**src/hw/rtl/fact_lnd_pkg.sv**
```systemverilog
// ----------------------------------------------------------------------------
// fact_lnd_pkg
// Shared types and constants of the last nonzero factorial digit block.
// ----------------------------------------------------------------------------
package fact_lnd_pkg;

   // default limits handed to the top level
   localparam int MAX_N_DEF      = 65535;
   localparam int MAX_PRIMES_DEF = 3;

   // field widths
   localparam int COUNT_W = 16;
   localparam int RADIX_W = 6;
   localparam int VALUE_W = 6;
   localparam int CHAR_W  = 7;
   localparam int REQ_W   = 24;
   localparam int RSP_W   = 16;

   // quotient bits resolved per divider cycle
   localparam int DIV_STEPS = 4;

   // character constants
   localparam logic [CHAR_W-1:0]  CHAR_ZERO  = 7'd48;
   localparam logic [CHAR_W-1:0]  CHAR_ALPHA = 7'd65;
   localparam logic [VALUE_W-1:0] DIGIT_TEN  = 6'd10;

   // largest trial factor plus one
   localparam logic [6:0] TRIAL_END = 7'd64;

   // datapath operations
   typedef enum logic [4:0] {
      OP_NONE,
      OP_LOAD,
      OP_FDIV,
      OP_FSTEP,
      OP_FNEXT,
      OP_MINIT,
      OP_TLOAD,
      OP_SDIV,
      OP_SSTEP,
      OP_SNEXT,
      OP_RDIV,
      OP_PDIV,
      OP_PSET,
      OP_CINIT,
      OP_QDIV,
      OP_QSET,
      OP_XINIT,
      OP_XLOAD,
      OP_BSET,
      OP_XNEXT,
      OP_VDIV,
      OP_VSET,
      OP_BDIV,
      OP_BSQ,
      OP_EMIT
   } dp_op_type;

   typedef struct packed {
      dp_op_type op;
   } dp_cmd_type;

   typedef struct packed {
      logic div_done;
      logic rem_zero;
      logic small_radix;
      logic fact_done;
      logic n_zero;
      logic j_end;
      logic i_done;
      logic ex_zero;
      logic ex_odd;
      logic out_free;
   } dp_status_type;

endpackage

```
**src/hw/rtl/fact_lnd_div.sv**
```systemverilog
// ----------------------------------------------------------------------------
// fact_lnd_div
// Restoring divider, wide dividend by six-bit divisor, a few bits per cycle.
// ----------------------------------------------------------------------------
module fact_lnd_div
   import fact_lnd_pkg::*;
#(
   parameter int DW = 20
) (
   input  logic          clock,
   input  logic          reset,
   input  logic          start,
   input  logic [DW-1:0] dividend,
   input  logic [5:0]    divisor,
   output logic          done,
   output logic [DW-1:0] quot,
   output logic [5:0]    rem
);

   localparam int CYC = (DW + DIV_STEPS - 1) / DIV_STEPS;
   localparam int PW  = CYC * DIV_STEPS;
   localparam int CW  = $clog2(CYC + 1);

   logic          busy_ff;
   logic          done_ff;
   logic [CW-1:0] cnt_ff;
   logic [PW-1:0] quo_ff;
   logic [PW-1:0] quo_in;
   logic [6:0]    rem_ff;
   logic [6:0]    rem_in;
   logic [5:0]    d_ff;

   // several shift-compare-subtract steps per cycle
   always_comb begin
      logic [6:0]    r;
      logic [PW-1:0] q;
      r = rem_ff;
      q = quo_ff;
      for (int k = 0; k < DIV_STEPS; k++) begin
         r = {r[5:0], q[PW-1]};
         q = {q[PW-2:0], 1'b0};
         if (r >= {1'b0, d_ff}) begin
            r    = r - {1'b0, d_ff};
            q[0] = 1'b1;
         end
      end
      rem_in = r;
      quo_in = q;
   end

   // control
   always_ff @(posedge clock) begin
      if (reset) begin
         busy_ff <= 1'b0;
         done_ff <= 1'b0;
         cnt_ff  <= '0;
      end else begin
         done_ff <= !start && busy_ff && (cnt_ff == CW'(1));
         if (start) begin
            busy_ff <= 1'b1;
            cnt_ff  <= CW'(CYC);
         end else if (busy_ff) begin
            cnt_ff <= cnt_ff - 1'b1;
            if (cnt_ff == CW'(1)) begin
               busy_ff <= 1'b0;
            end
         end
      end
   end

   // working registers
   always_ff @(posedge clock) begin
      if (start) begin
         quo_ff <= PW'(dividend);
         rem_ff <= '0;
         d_ff   <= divisor;
      end else if (busy_ff) begin
         quo_ff <= quo_in;
         rem_ff <= rem_in;
      end
   end

   assign done = done_ff;
   assign quot = quo_ff[DW-1:0];
   assign rem  = rem_ff[5:0];

endmodule

```
**src/hw/rtl/fact_lnd_dpath.sv**
```systemverilog
// ----------------------------------------------------------------------------
// fact_lnd_dpath
// Registers, operand selection and result register of the digit block.
// ----------------------------------------------------------------------------
module fact_lnd_dpath
   import fact_lnd_pkg::*;
#(
   parameter int MAX_N      = MAX_N_DEF,
   parameter int MAX_PRIMES = MAX_PRIMES_DEF
) (
   input  logic               clock,
   input  logic               reset,
   input  dp_cmd_type         cmd,
   output dp_status_type      status,
   input  logic [REQ_W-1:0]   req_tdata,
   output logic               rsp_tvalid,
   input  logic               rsp_tready,
   output logic [RSP_W-1:0]   rsp_tdata
);

   localparam int NW = $clog2(MAX_N + 1);
   localparam int DW = (NW > 12) ? NW : 12;
   localparam int JW = $clog2(MAX_PRIMES + 1);
   localparam int IW = (MAX_PRIMES > 1) ? $clog2(MAX_PRIMES) : 1;

   logic [NW-1:0]   n_ff;
   logic [5:0]      b_ff;
   logic [5:0]      brem_ff;
   logic [6:0]      f_ff;
   logic [2:0]      e_ff;
   logic [JW-1:0]   pc_ff;
   logic [5:0]      p_ff [MAX_PRIMES];
   logic [2:0]      x_ff [MAX_PRIMES];
   logic [NW-1:0]   cnt_ff [MAX_PRIMES];
   logic [5:0]      prod_ff;
   logic [NW:0]     i_ff;
   logic [NW-1:0]   t_ff;
   logic [JW-1:0]   j_ff;
   logic [NW-1:0]   m_ff;
   logic [NW-1:0]   ex_ff;
   logic [5:0]      base_ff;
   logic [5:0]      val_ff;
   logic            rsp_valid_ff;
   logic [RSP_W-1:0] rsp_data_ff;

   logic [COUNT_W-1:0] req_n;
   logic [RADIX_W-1:0] req_b;
   logic [NW-1:0]      n_sat;
   logic [IW-1:0]      jx;
   logic [IW-1:0]      px;

   logic          div_start;
   logic [DW-1:0] div_a;
   logic [5:0]    div_d;
   logic          div_done;
   logic [DW-1:0] div_q;
   logic [5:0]    div_r;

   logic [11:0]     mul_pr;
   logic [11:0]     mul_vb;
   logic [11:0]     mul_bb;
   logic [NW+2:0]   mul_em;
   logic [CHAR_W-1:0] digit_char;

   assign req_n = req_tdata[COUNT_W-1:0];
   assign req_b = req_tdata[COUNT_W+RADIX_W-1:COUNT_W];
   assign n_sat = (32'(req_n) > 32'(MAX_N)) ? NW'(MAX_N) : NW'(req_n);
   assign jx    = j_ff[IW-1:0];
   assign px    = pc_ff[IW-1:0];

   // small products, three feeding the divider and one the surplus exponent
   assign mul_pr = prod_ff * div_r;
   assign mul_vb = val_ff * base_ff;
   assign mul_bb = base_ff * base_ff;
   assign mul_em = x_ff[jx] * m_ff;

   // divider operands
   always_comb begin
      div_start = 1'b0;
      div_a     = '0;
      div_d     = b_ff;
      case (cmd.op)
         OP_FDIV: begin
            div_start = 1'b1;
            div_a     = DW'(brem_ff);
            div_d     = f_ff[5:0];
         end
         OP_SDIV: begin
            div_start = 1'b1;
            div_a     = DW'(t_ff);
            div_d     = p_ff[jx];
         end
         OP_RDIV: begin
            div_start = 1'b1;
            div_a     = DW'(t_ff);
         end
         OP_PDIV: begin
            div_start = 1'b1;
            div_a     = DW'(mul_pr);
         end
         OP_QDIV: begin
            div_start = 1'b1;
            div_a     = DW'(cnt_ff[jx]);
            div_d     = {3'b000, x_ff[jx]};
         end
         OP_XLOAD: begin
            div_start = 1'b1;
            div_a     = DW'(p_ff[jx]);
         end
         OP_VDIV: begin
            div_start = 1'b1;
            div_a     = DW'(mul_vb);
         end
         OP_BDIV: begin
            div_start = 1'b1;
            div_a     = DW'(mul_bb);
         end
         default: begin
            div_start = 1'b0;
         end
      endcase
   end

   fact_lnd_div #(.DW(DW)) u_div (
      .clock    (clock),
      .reset    (reset),
      .start    (div_start),
      .dividend (div_a),
      .divisor  (div_d),
      .done     (div_done),
      .quot     (div_q),
      .rem      (div_r)
   );

   // control state
   always_ff @(posedge clock) begin
      if (reset) begin
         pc_ff        <= '0;
         prod_ff      <= 6'd1;
         rsp_valid_ff <= 1'b0;
      end else begin
         if (cmd.op == OP_EMIT) begin
            rsp_valid_ff <= 1'b1;
         end else if (rsp_valid_ff && rsp_tready) begin
            rsp_valid_ff <= 1'b0;
         end
         case (cmd.op)
            OP_LOAD: begin
               pc_ff <= '0;
            end
            OP_FNEXT: begin
               if (e_ff != 3'd0 && 32'(pc_ff) < 32'(MAX_PRIMES)) begin
                  pc_ff <= pc_ff + 1'b1;
               end
            end
            OP_MINIT: begin
               prod_ff <= 6'd1;
            end
            OP_PSET: begin
               prod_ff <= div_r;
            end
            default: begin
               pc_ff <= pc_ff;
            end
         endcase
      end
   end

   // working registers
   always_ff @(posedge clock) begin
      case (cmd.op)
         OP_LOAD: begin
            n_ff    <= n_sat;
            b_ff    <= req_b;
            brem_ff <= req_b;
            f_ff    <= 7'd2;
            e_ff    <= 3'd0;
            val_ff  <= '0;
         end
         OP_FSTEP: begin
            e_ff    <= e_ff + 1'b1;
            brem_ff <= div_q[5:0];
         end
         OP_FNEXT: begin
            if (e_ff != 3'd0 && 32'(pc_ff) < 32'(MAX_PRIMES)) begin
               p_ff[px] <= f_ff[5:0];
               x_ff[px] <= e_ff;
            end
            e_ff <= 3'd0;
            f_ff <= f_ff + 1'b1;
         end
         OP_MINIT: begin
            for (int k = 0; k < MAX_PRIMES; k++) begin
               cnt_ff[k] <= '0;
            end
            i_ff <= (NW+1)'(1);
         end
         OP_TLOAD: begin
            t_ff <= i_ff[NW-1:0];
            j_ff <= '0;
         end
         OP_SSTEP: begin
            cnt_ff[jx] <= cnt_ff[jx] + 1'b1;
            t_ff       <= div_q[NW-1:0];
         end
         OP_SNEXT: begin
            j_ff <= j_ff + 1'b1;
         end
         OP_PSET: begin
            i_ff <= i_ff + 1'b1;
         end
         OP_CINIT: begin
            j_ff <= '0;
         end
         OP_QSET: begin
            if (j_ff == '0 || div_q[NW-1:0] < m_ff) begin
               m_ff <= div_q[NW-1:0];
            end
            j_ff <= j_ff + 1'b1;
         end
         OP_XINIT: begin
            j_ff   <= '0;
            val_ff <= prod_ff;
         end
         OP_XLOAD: begin
            ex_ff <= cnt_ff[jx] - mul_em[NW-1:0];
         end
         OP_BSET: begin
            base_ff <= div_r;
         end
         OP_XNEXT: begin
            j_ff <= j_ff + 1'b1;
         end
         OP_VSET: begin
            // odd bit consumed, the square follows unless the exponent is now zero
            val_ff   <= div_r;
            ex_ff[0] <= 1'b0;
         end
         OP_BSQ: begin
            base_ff <= div_r;
            ex_ff   <= ex_ff >> 1;
         end
         OP_EMIT: begin
            rsp_data_ff <= RSP_W'({digit_char, val_ff});
         end
         default: begin
            t_ff <= t_ff;
         end
      endcase
   end

   // ASCII form of the digit
   assign digit_char = (val_ff < DIGIT_TEN) ? (CHAR_ZERO + CHAR_W'(val_ff))
                     : (CHAR_ALPHA + CHAR_W'(val_ff) - CHAR_W'(DIGIT_TEN));

   // status towards the controller
   assign status.div_done    = div_done;
   assign status.rem_zero    = (div_r == 6'd0);
   assign status.small_radix = (req_b < 6'd2);
   assign status.fact_done   = (brem_ff <= 6'd1) || (f_ff == TRIAL_END);
   assign status.n_zero      = (n_ff == '0);
   assign status.j_end       = (j_ff == pc_ff);
   assign status.i_done      = (i_ff > {1'b0, n_ff});
   assign status.ex_zero     = (ex_ff == '0);
   assign status.ex_odd      = ex_ff[0];
   assign status.out_free    = !rsp_valid_ff || rsp_tready;

   assign rsp_tvalid = rsp_valid_ff;
   assign rsp_tdata  = rsp_data_ff;

endmodule

```
**src/hw/rtl/fact_lnd_ctrl.sv**
```systemverilog
// ----------------------------------------------------------------------------
// fact_lnd_ctrl
// Sequencer: radix factoring, product loop, surplus powers, result hand-off.
// ----------------------------------------------------------------------------
module fact_lnd_ctrl
   import fact_lnd_pkg::*;
(
   input  logic          clock,
   input  logic          reset,
   input  logic          req_tvalid,
   output logic          req_tready,
   input  dp_status_type status,
   output dp_cmd_type    cmd
);

   typedef enum logic [17:0] {
      S_IDLE  = 18'h00001,
      S_FDIV  = 18'h00002,
      S_FWAIT = 18'h00004,
      S_FCHK  = 18'h00008,
      S_TLOAD = 18'h00010,
      S_STRIP = 18'h00020,
      S_SWAIT = 18'h00040,
      S_RWAIT = 18'h00080,
      S_PWAIT = 18'h00100,
      S_ICHK  = 18'h00200,
      S_CINIT = 18'h00400,
      S_QCHK  = 18'h00800,
      S_QWAIT = 18'h01000,
      S_XCHK  = 18'h02000,
      S_BWAIT = 18'h04000,
      S_POW   = 18'h08000,
      S_VWAIT = 18'h10000,
      S_BSQW  = 18'h20000
   } state_type;

   // a pending result is marked by fin_ff while the state rests in idle
   localparam state_type S_FIN_CODE = S_IDLE;

   state_type state_ff;
   state_type state_in;
   logic      fin_ff;
   logic      fin_in;

   // next state and command
   always_comb begin
      state_in = state_ff;
      fin_in   = fin_ff;
      cmd.op   = OP_NONE;
      if (fin_ff) begin
         if (status.out_free) begin
            cmd.op   = OP_EMIT;
            fin_in   = 1'b0;
            state_in = S_FIN_CODE;
         end
      end else begin
         case (state_ff)
            S_IDLE: begin
               if (req_tvalid) begin
                  cmd.op = OP_LOAD;
                  if (status.small_radix) begin
                     fin_in = 1'b1;
                  end else begin
                     state_in = S_FDIV;
                  end
               end
            end
            S_FDIV: begin
               cmd.op   = OP_FDIV;
               state_in = S_FWAIT;
            end
            S_FWAIT: begin
               if (status.div_done) begin
                  if (status.rem_zero) begin
                     cmd.op   = OP_FSTEP;
                     state_in = S_FDIV;
                  end else begin
                     cmd.op   = OP_FNEXT;
                     state_in = S_FCHK;
                  end
               end
            end
            S_FCHK: begin
               if (status.fact_done) begin
                  cmd.op   = OP_MINIT;
                  state_in = status.n_zero ? S_CINIT : S_TLOAD;
               end else begin
                  cmd.op   = OP_FDIV;
                  state_in = S_FWAIT;
               end
            end
            S_TLOAD: begin
               cmd.op   = OP_TLOAD;
               state_in = S_STRIP;
            end
            S_STRIP: begin
               if (status.j_end) begin
                  cmd.op   = OP_RDIV;
                  state_in = S_RWAIT;
               end else begin
                  cmd.op   = OP_SDIV;
                  state_in = S_SWAIT;
               end
            end
            S_SWAIT: begin
               if (status.div_done) begin
                  cmd.op   = status.rem_zero ? OP_SSTEP : OP_SNEXT;
                  state_in = S_STRIP;
               end
            end
            S_RWAIT: begin
               if (status.div_done) begin
                  cmd.op   = OP_PDIV;
                  state_in = S_PWAIT;
               end
            end
            S_PWAIT: begin
               if (status.div_done) begin
                  cmd.op   = OP_PSET;
                  state_in = S_ICHK;
               end
            end
            S_ICHK: begin
               if (status.i_done) begin
                  cmd.op   = OP_CINIT;
                  state_in = S_QCHK;
               end else begin
                  cmd.op   = OP_TLOAD;
                  state_in = S_STRIP;
               end
            end
            S_CINIT: begin
               cmd.op   = OP_CINIT;
               state_in = S_QCHK;
            end
            S_QCHK: begin
               if (status.j_end) begin
                  cmd.op   = OP_XINIT;
                  state_in = S_XCHK;
               end else begin
                  cmd.op   = OP_QDIV;
                  state_in = S_QWAIT;
               end
            end
            S_QWAIT: begin
               if (status.div_done) begin
                  cmd.op   = OP_QSET;
                  state_in = S_QCHK;
               end
            end
            S_XCHK: begin
               if (status.j_end) begin
                  fin_in   = 1'b1;
                  state_in = S_FIN_CODE;
               end else begin
                  cmd.op   = OP_XLOAD;
                  state_in = S_BWAIT;
               end
            end
            S_BWAIT: begin
               if (status.div_done) begin
                  cmd.op   = OP_BSET;
                  state_in = S_POW;
               end
            end
            S_POW: begin
               if (status.ex_zero) begin
                  cmd.op   = OP_XNEXT;
                  state_in = S_XCHK;
               end else if (status.ex_odd) begin
                  cmd.op   = OP_VDIV;
                  state_in = S_VWAIT;
               end else begin
                  cmd.op   = OP_BDIV;
                  state_in = S_BSQW;
               end
            end
            S_VWAIT: begin
               if (status.div_done) begin
                  cmd.op   = OP_VSET;
                  state_in = S_POW;
               end
            end
            S_BSQW: begin
               if (status.div_done) begin
                  cmd.op   = OP_BSQ;
                  state_in = S_POW;
               end
            end
            default: begin
               state_in = S_IDLE;
            end
         endcase
      end
   end

   // state registers
   always_ff @(posedge clock) begin
      if (reset) begin
         state_ff <= S_IDLE;
         fin_ff   <= 1'b0;
      end else begin
         state_ff <= state_in;
         fin_ff   <= fin_in;
      end
   end

   assign req_tready = (state_ff == S_IDLE) && !fin_ff;

endmodule

```
**src/hw/rtl/factorial_last_nonzero_digit.sv**
```systemverilog
// ----------------------------------------------------------------------------
// factorial_last_nonzero_digit
// Last nonzero digit of n! in base b, as a value and an ASCII character.
//
//   channel   direction   tdata fields (lowest bit first)
//   req_      in          count_n[15:0], radix[21:16], zero pad to 24 bits
//   rsp_      out         digit_value[5:0], digit_char[12:6], pad to 16 bits
//
// One request at a time; every division runs through one shared divider that
// resolves four quotient bits a cycle. Each product term takes one division
// for every prime of the radix and every factor stripped, plus one reduction
// and one product division; factoring the radix takes one division per trial
// factor and per factor found, and each surplus power about one squaring
// division per exponent bit plus one per set bit. A radix below two: digit 0.
// Synchronous active-high reset. A finished result waits in the output
// register until taken; the next request is accepted once the result is in it.
// ----------------------------------------------------------------------------
module factorial_last_nonzero_digit
   import fact_lnd_pkg::*;
#(
   parameter int MAX_N      = MAX_N_DEF,
   parameter int MAX_PRIMES = MAX_PRIMES_DEF
) (
   input  logic             clock,
   input  logic             reset,
   input  logic             req_tvalid,
   output logic             req_tready,
   input  logic [REQ_W-1:0] req_tdata,   // count_n[15:0], radix[21:16]
   output logic             rsp_tvalid,
   input  logic             rsp_tready,
   output logic [RSP_W-1:0] rsp_tdata    // digit_value[5:0], digit_char[12:6]
);

   dp_cmd_type    cmd;
   dp_status_type status;

   fact_lnd_ctrl u_ctrl (
      .clock      (clock),
      .reset      (reset),
      .req_tvalid (req_tvalid),
      .req_tready (req_tready),
      .status     (status),
      .cmd        (cmd)
   );

   fact_lnd_dpath #(
      .MAX_N      (MAX_N),
      .MAX_PRIMES (MAX_PRIMES)
   ) u_dpath (
      .clock      (clock),
      .reset      (reset),
      .cmd        (cmd),
      .status     (status),
      .req_tdata  (req_tdata),
      .rsp_tvalid (rsp_tvalid),
      .rsp_tready (rsp_tready),
      .rsp_tdata  (rsp_tdata)
   );

endmodule
```
**config.mk**
```make
export PLATFORM = sky130hd
export DESIGN_NAME = factorial_last_nonzero_digit
export DESIGN_NICKNAME = d
export VERILOG_FILES = /design/src/hw/rtl/fact_lnd_pkg.sv /design/src/hw/rtl/fact_lnd_div.sv /design/src/hw/rtl/fact_lnd_dpath.sv /design/src/hw/rtl/fact_lnd_ctrl.sv /design/src/hw/rtl/factorial_last_nonzero_digit.sv
export SDC_FILE = /design/constraint.sdc
export NUM_CORES = 1
export LEC_CHECK = 0
export BUFFER_PORTS_ARGS = -buffer_cell sky130_fd_sc_hd__buf_2
export CAP_MARGIN = 20
export CORE_MARGIN = 1.5
export CORE_UTILIZATION = 55
export DETAILED_ROUTE_END_ITERATION = 10
export GPL_TIMING_DRIVEN = 0
export PLACE_DENSITY = 0.7
export SLEW_MARGIN = 20
export SYNTH_ARGS = -nofsm -noshare
export SYNTH_HDL_FRONTEND = slang
export SYNTH_HIERARCHICAL = 1
export SYNTH_SLANG_ARGS = --single-unit
```
**constraint.sdc**
```tcl
create_clock -name clock -period 9.1 [get_ports clock]
set_input_delay 0.91 -clock clock [delete_from_list [all_inputs] [get_ports clock]]
set_output_delay 0.91 -clock clock [all_outputs]
set_load 0.05 [all_outputs]
```
==> impl_results.md <==
* Top post-synthesis cells by area: sky130_fd_sc_hd__edfxtp_1, sky130_fd_sc_hd__ha_1, sky130_fd_sc_hd__fa_1, sky130_fd_sc_hd__dfxtp_1, sky130_fd_sc_hd__inv_1
* DRC violation count after routing at 0
* Max Transition Viols Final at 0
* Worst rel slew slack at 0.238
* Setup CP Type: reg2reg
* Total I/O pin count at 46
* Clk network pwr share at 0.198
* Max stage delay on crit path at roughly 0.45 ns
* Async set-or-reset flop fraction in the synthesized netlist at 0
* Static leakage power at 9.13 nW
* Antenna diode instance count at 0
* Worst clock skew at about 0.02 ns
* Critical path startpoint category: register
* Crit path top cell by count: sky130_fd_sc_hd__ha_1
* CTS tree: yes
* Post-Route Setup TNS at 0 ns
* DP Wirelength at 38.7 mm
* Via count at 14,900
* Critical-path top delay cell: sky130_fd_sc_hd__a221oi_4
* Status: completed
* Initial antenna violation count at 0
* Worst-case register-to-register setup slack at approximately 0.64 ns
* Vias in the first global route at 14,500
* Global routing usage summed across all routing layers at 0.266
* Drt via density at approximately 5.9
* Initial Utilization at 0.557
* Final ANT Viol Nets at 0
* Most used flip-flop cell after synthesis: sky130_fd_sc_hd__edfxtp_1
* Required time of the critical path at ~9.6 ns
* Placed Cells incl. Taps at between 2,000 and 2,500
* Clock edge transition at the registers on the reported setup and hold paths at 0.06 ns
* Part of the cycle the worst path needs at 0.930
* Switching power as a share of total power at 0.394
* Total number of H-tree levels at 1
* Switching power summed over all nets at 0.00246 W
* EDFF count, synth at 243
* Share of the yosys chip area belonging to registers at 0.400
* Dpl cell area at around 21,000 um2
* Share of layout cells above drive strength 1 at 0.111
* Dominant cell type by area after synthesis: sky130_fd_sc_hd__edfxtp_1
* Die outline width at 195 um
* Syn-to-layout area delta at 9.11%
* CTS Root Cell: sky130_fd_sc_hd__clkbuf_16
* Maximum clock rate at roughly 120 MHz
* Clock Path Buffers at 3
* Core area at 36,400 um2
* RePlAce Congestion at 0.930
* Register bit count reported by yosys at 284
* Internal power at 0.00378 W
* Number of max-cap violations at 0
* Average instance area after synthesis at approximately 10 um2
* Height of the chip at 195 um
* Pwr per Cell Area at 282 nW/um2
* Num CTS Buffers at 30
* Share of power burned in registers at 0.280
* Arr. time, crit path at roughly 9.0 ns
* Die footprint at 38,100 um2
* Mapped Cells at 1,949
* Clock net sink count at 284
* Tightest Pin Transition at 1.13 ns
* Final critical-path required period at 8.46 ns
* Synth Cell Area at around 20,000 um2
* Initial DRT Pass Iterations at 5
* Average wire per cell in the routed design at 20.0 um
* Count of nets after finishing at 2,271
* Final Util at 0.608
* Setup repair after global routing missed its margin: false
* Count of buffers from port buffering at 40
* Maximum number of pins on one net before global-route repair at 25
* Peak fanout along the critical path at 10
* Post-layout power at 0.00624 W
* Tightest Hold Check Type: reg2reg
* Hold violation count in the final report at 0
* Worst Setup End Kind: register
* Total non-filler cell area in the finished layout at about 22,000 um2
* Logic gate share of total power at 0.522
* Count of cell types in the netlist at 101
* Detailed-route wire length at 50.5 mm
* Residual overflow from global routing at 0
* Fill cell total of the finished layout at 3,014
* Floorplan row count at 70
* Top-area cell type share of the netlist area at 0.360
* Worst-case vdd ir drop at ~1.0 mV
* Final setup viols at 0
* Hold-fix buffer count after cts at 0
* Number of cells in the finished layout apart from fillers at 2,519
* Wire length of the first global-routing pass at around 80 mm
* First DRT Iteration DRCs at ~1,300
* Synthesis warning total at 6
* Clock insertion delay at the later pin of the skew report at 0.58 ns
==> cell families after synthesis <==
family,synth area share
compound gates,0.106
xor+xnor,0.0440
fa+ha+maj,0.160
buf+inv,0.0594
flops,0.400
mux,0.0675
other cells,0.000185
simple gates,0.163
==> power groups by stage <==
stage                     Combinational [W]  Clock [W]  Sequential (W)
after global placement              0.00312          0         0.00177
after global routing                0.00353    0.00131         0.00176
after detailed placement            0.00320          0         0.00177
final                               0.00326    0.00123         0.00175
after CTS                           0.00322    0.00126         0.00175
after floorplan                     0.00258          0         0.00169
==> state kept, by name (all words and copies together), names as in the netlist, 9 cells and up, named ones only <==
| name | count |
|---|---|
| u_dpath/rsp_tdata | 13 |
| u_dpath/ex_ff | 16 |
| u_ctrl/state_ff | 18 |
| u_dpath/t_ff | 16 |
| u_dpath/p_ff | 18 |
| u_dpath/x_ff | 9 |
| u_dpath/u_div/quot | 16 |
| u_dpath/m_ff | 16 |
| u_dpath/i_ff | 17 |
| u_dpath/cnt_ff | 64 |
| u_dpath/n_ff | 16 |
==> metal layers <==
metal | vias to the layer above | part of all wire | track usage
li1 | 7066 | - | -
met1 | 7323 | 0.44 | 0.370
met2 | 486 | 0.47 | 0.439
met3 | 72 | 0.062 | 0.0288
met4 | 0 | 0.026 | 0.0830
met5 | - | 0 | 0
==> cells in the final DEF, fill, tap and decap left out, types with 10 or more instances in the layout <==
master and count:
sky130_fd_sc_hd__edfxtp_1 243, sky130_fd_sc_hd__inv_1 209, sky130_fd_sc_hd__nor2_1 167, sky130_fd_sc_hd__nand2_1 153, sky130_fd_sc_hd__ha_1 144, sky130_fd_sc_hd__and2_1 84, sky130_fd_sc_hd__a21oi_1 74, sky130_fd_sc_hd__fa_1 72
sky130_fd_sc_hd__xnor2_1 63, sky130_fd_sc_hd__clkbuf_1 54, sky130_fd_sc_hd__buf_2 46, sky130_fd_sc_hd__o21ai_0 46, sky130_fd_sc_hd__mux2i_1 45, sky130_fd_sc_hd__mux2_2 42, sky130_fd_sc_hd__dfxtp_1 40, sky130_fd_sc_hd__xor2_1 39
sky130_fd_sc_hd__nand3_1 38, sky130_fd_sc_hd__clkbuf_16 30, sky130_fd_sc_hd__nor3_1 29, sky130_fd_sc_hd__nor2b_1 28, sky130_fd_sc_hd__a21o_1 24, sky130_fd_sc_hd__nor4_1 21, sky130_fd_sc_hd__nand4_1 20, sky130_fd_sc_hd__nand2b_1 20
sky130_fd_sc_hd__o211ai_1 17, sky130_fd_sc_hd__mux4_2 16, sky130_fd_sc_hd__a22o_1 14, sky130_fd_sc_hd__and3_1 14, sky130_fd_sc_hd__buf_4 13, sky130_fd_sc_hd__a211oi_1 11, sky130_fd_sc_hd__or2_2 10, sky130_fd_sc_hd__o21bai_1 10
==> path summary, 6_finish.rpt <==
| path | from | cells past startpoint | end |
|---|---|---|---|
| setup / recovery | u_dpath/u_div/d_ff[5] | 30 | u_dpath/u_div/rem_ff[0] |
| setup reg to reg | u_dpath/u_div/d_ff[5] | 30 | u_dpath/u_div/rem_ff[0] |
| hold reg to reg | u_dpath/u_div/cnt_ff[1] | 2 | u_dpath/u_div/cnt_ff[1] |
| hold / removal | u_dpath/u_div/cnt_ff[1] | 2 | u_dpath/u_div/cnt_ff[1] |
==> synth_stat cells, types with 16 or more instances <==
| master | n |
|---|---|
| sky130_fd_sc_hd__ha_1 | 144 |
| sky130_fd_sc_hd__fa_1 | 72 |
| sky130_fd_sc_hd__dfxtp_1 | 41 |
| sky130_fd_sc_hd__clkbuf_1 | 48 |
| sky130_fd_sc_hd__nand3_1 | 38 |
| sky130_fd_sc_hd__nand2b_1 | 20 |
| sky130_fd_sc_hd__a21o_1 | 24 |
| sky130_fd_sc_hd__edfxtp_1 | 243 |
| sky130_fd_sc_hd__mux2i_1 | 45 |
| sky130_fd_sc_hd__nor2b_1 | 28 |
| sky130_fd_sc_hd__xnor2_1 | 63 |
| sky130_fd_sc_hd__nor2_1 | 167 |
| sky130_fd_sc_hd__nor3_1 | 30 |
| sky130_fd_sc_hd__o21ai_0 | 46 |
| sky130_fd_sc_hd__o211ai_1 | 17 |
| sky130_fd_sc_hd__nand4_1 | 20 |
| sky130_fd_sc_hd__mux4_2 | 16 |
| sky130_fd_sc_hd__nor4_1 | 22 |
| sky130_fd_sc_hd__xor2_1 | 39 |
| sky130_fd_sc_hd__nand2_1 | 153 |
| sky130_fd_sc_hd__and2_1 | 84 |
| sky130_fd_sc_hd__inv_1 | 209 |
| sky130_fd_sc_hd__a21oi_1 | 74 |
| sky130_fd_sc_hd__mux2_2 | 42 |
==> through the flow <==
stage / hold slack (ns) / setup slack [ns]
after floorplan: 0.443 / 1.69
after global placement: 0.473 / 0.604
after detailed placement: 0.492 / 0.530
after CTS: 0.471 / 0.501
after global routing: 0.473 / 0.152
final: 0.497 / 0.639
==> timing repair <==
item                       4_1_cts  5_1_grt
gates resized for setup          0        1
setup endpoints to repair        0        1
setup buffers                    0        0
==> worst max-delay path, delay by kind of cell (launching register included) <==
| family | cells | cell delay [ns] |
|---|---|---|
| compound gates | 11 | 3.54 |
| fa+ha+maj | 4 | 1.17 |
| buf+inv | 3 | 0.38 |
| flops | 1 | 0.37 |
| mux | 6 | 2.19 |
| simple gates | 6 | 0.71 |
==> layout make-up <==
cell class,instances,area [um2],share of cell area
Buffer,77,418,0.0189
Clock buffer,36,773,0.0349
Clock inverter,20,218,0.00983
Inverter,210,788,0.0356
Multi-Input combinational cell,1380,11000,0.497
Sequential cell,284,8120,0.367
Tap cell,468,586,0.0264
Timing Repair Buffer,44,235,0.0106
No activity file was read; power rests on OpenSTA's default activity.
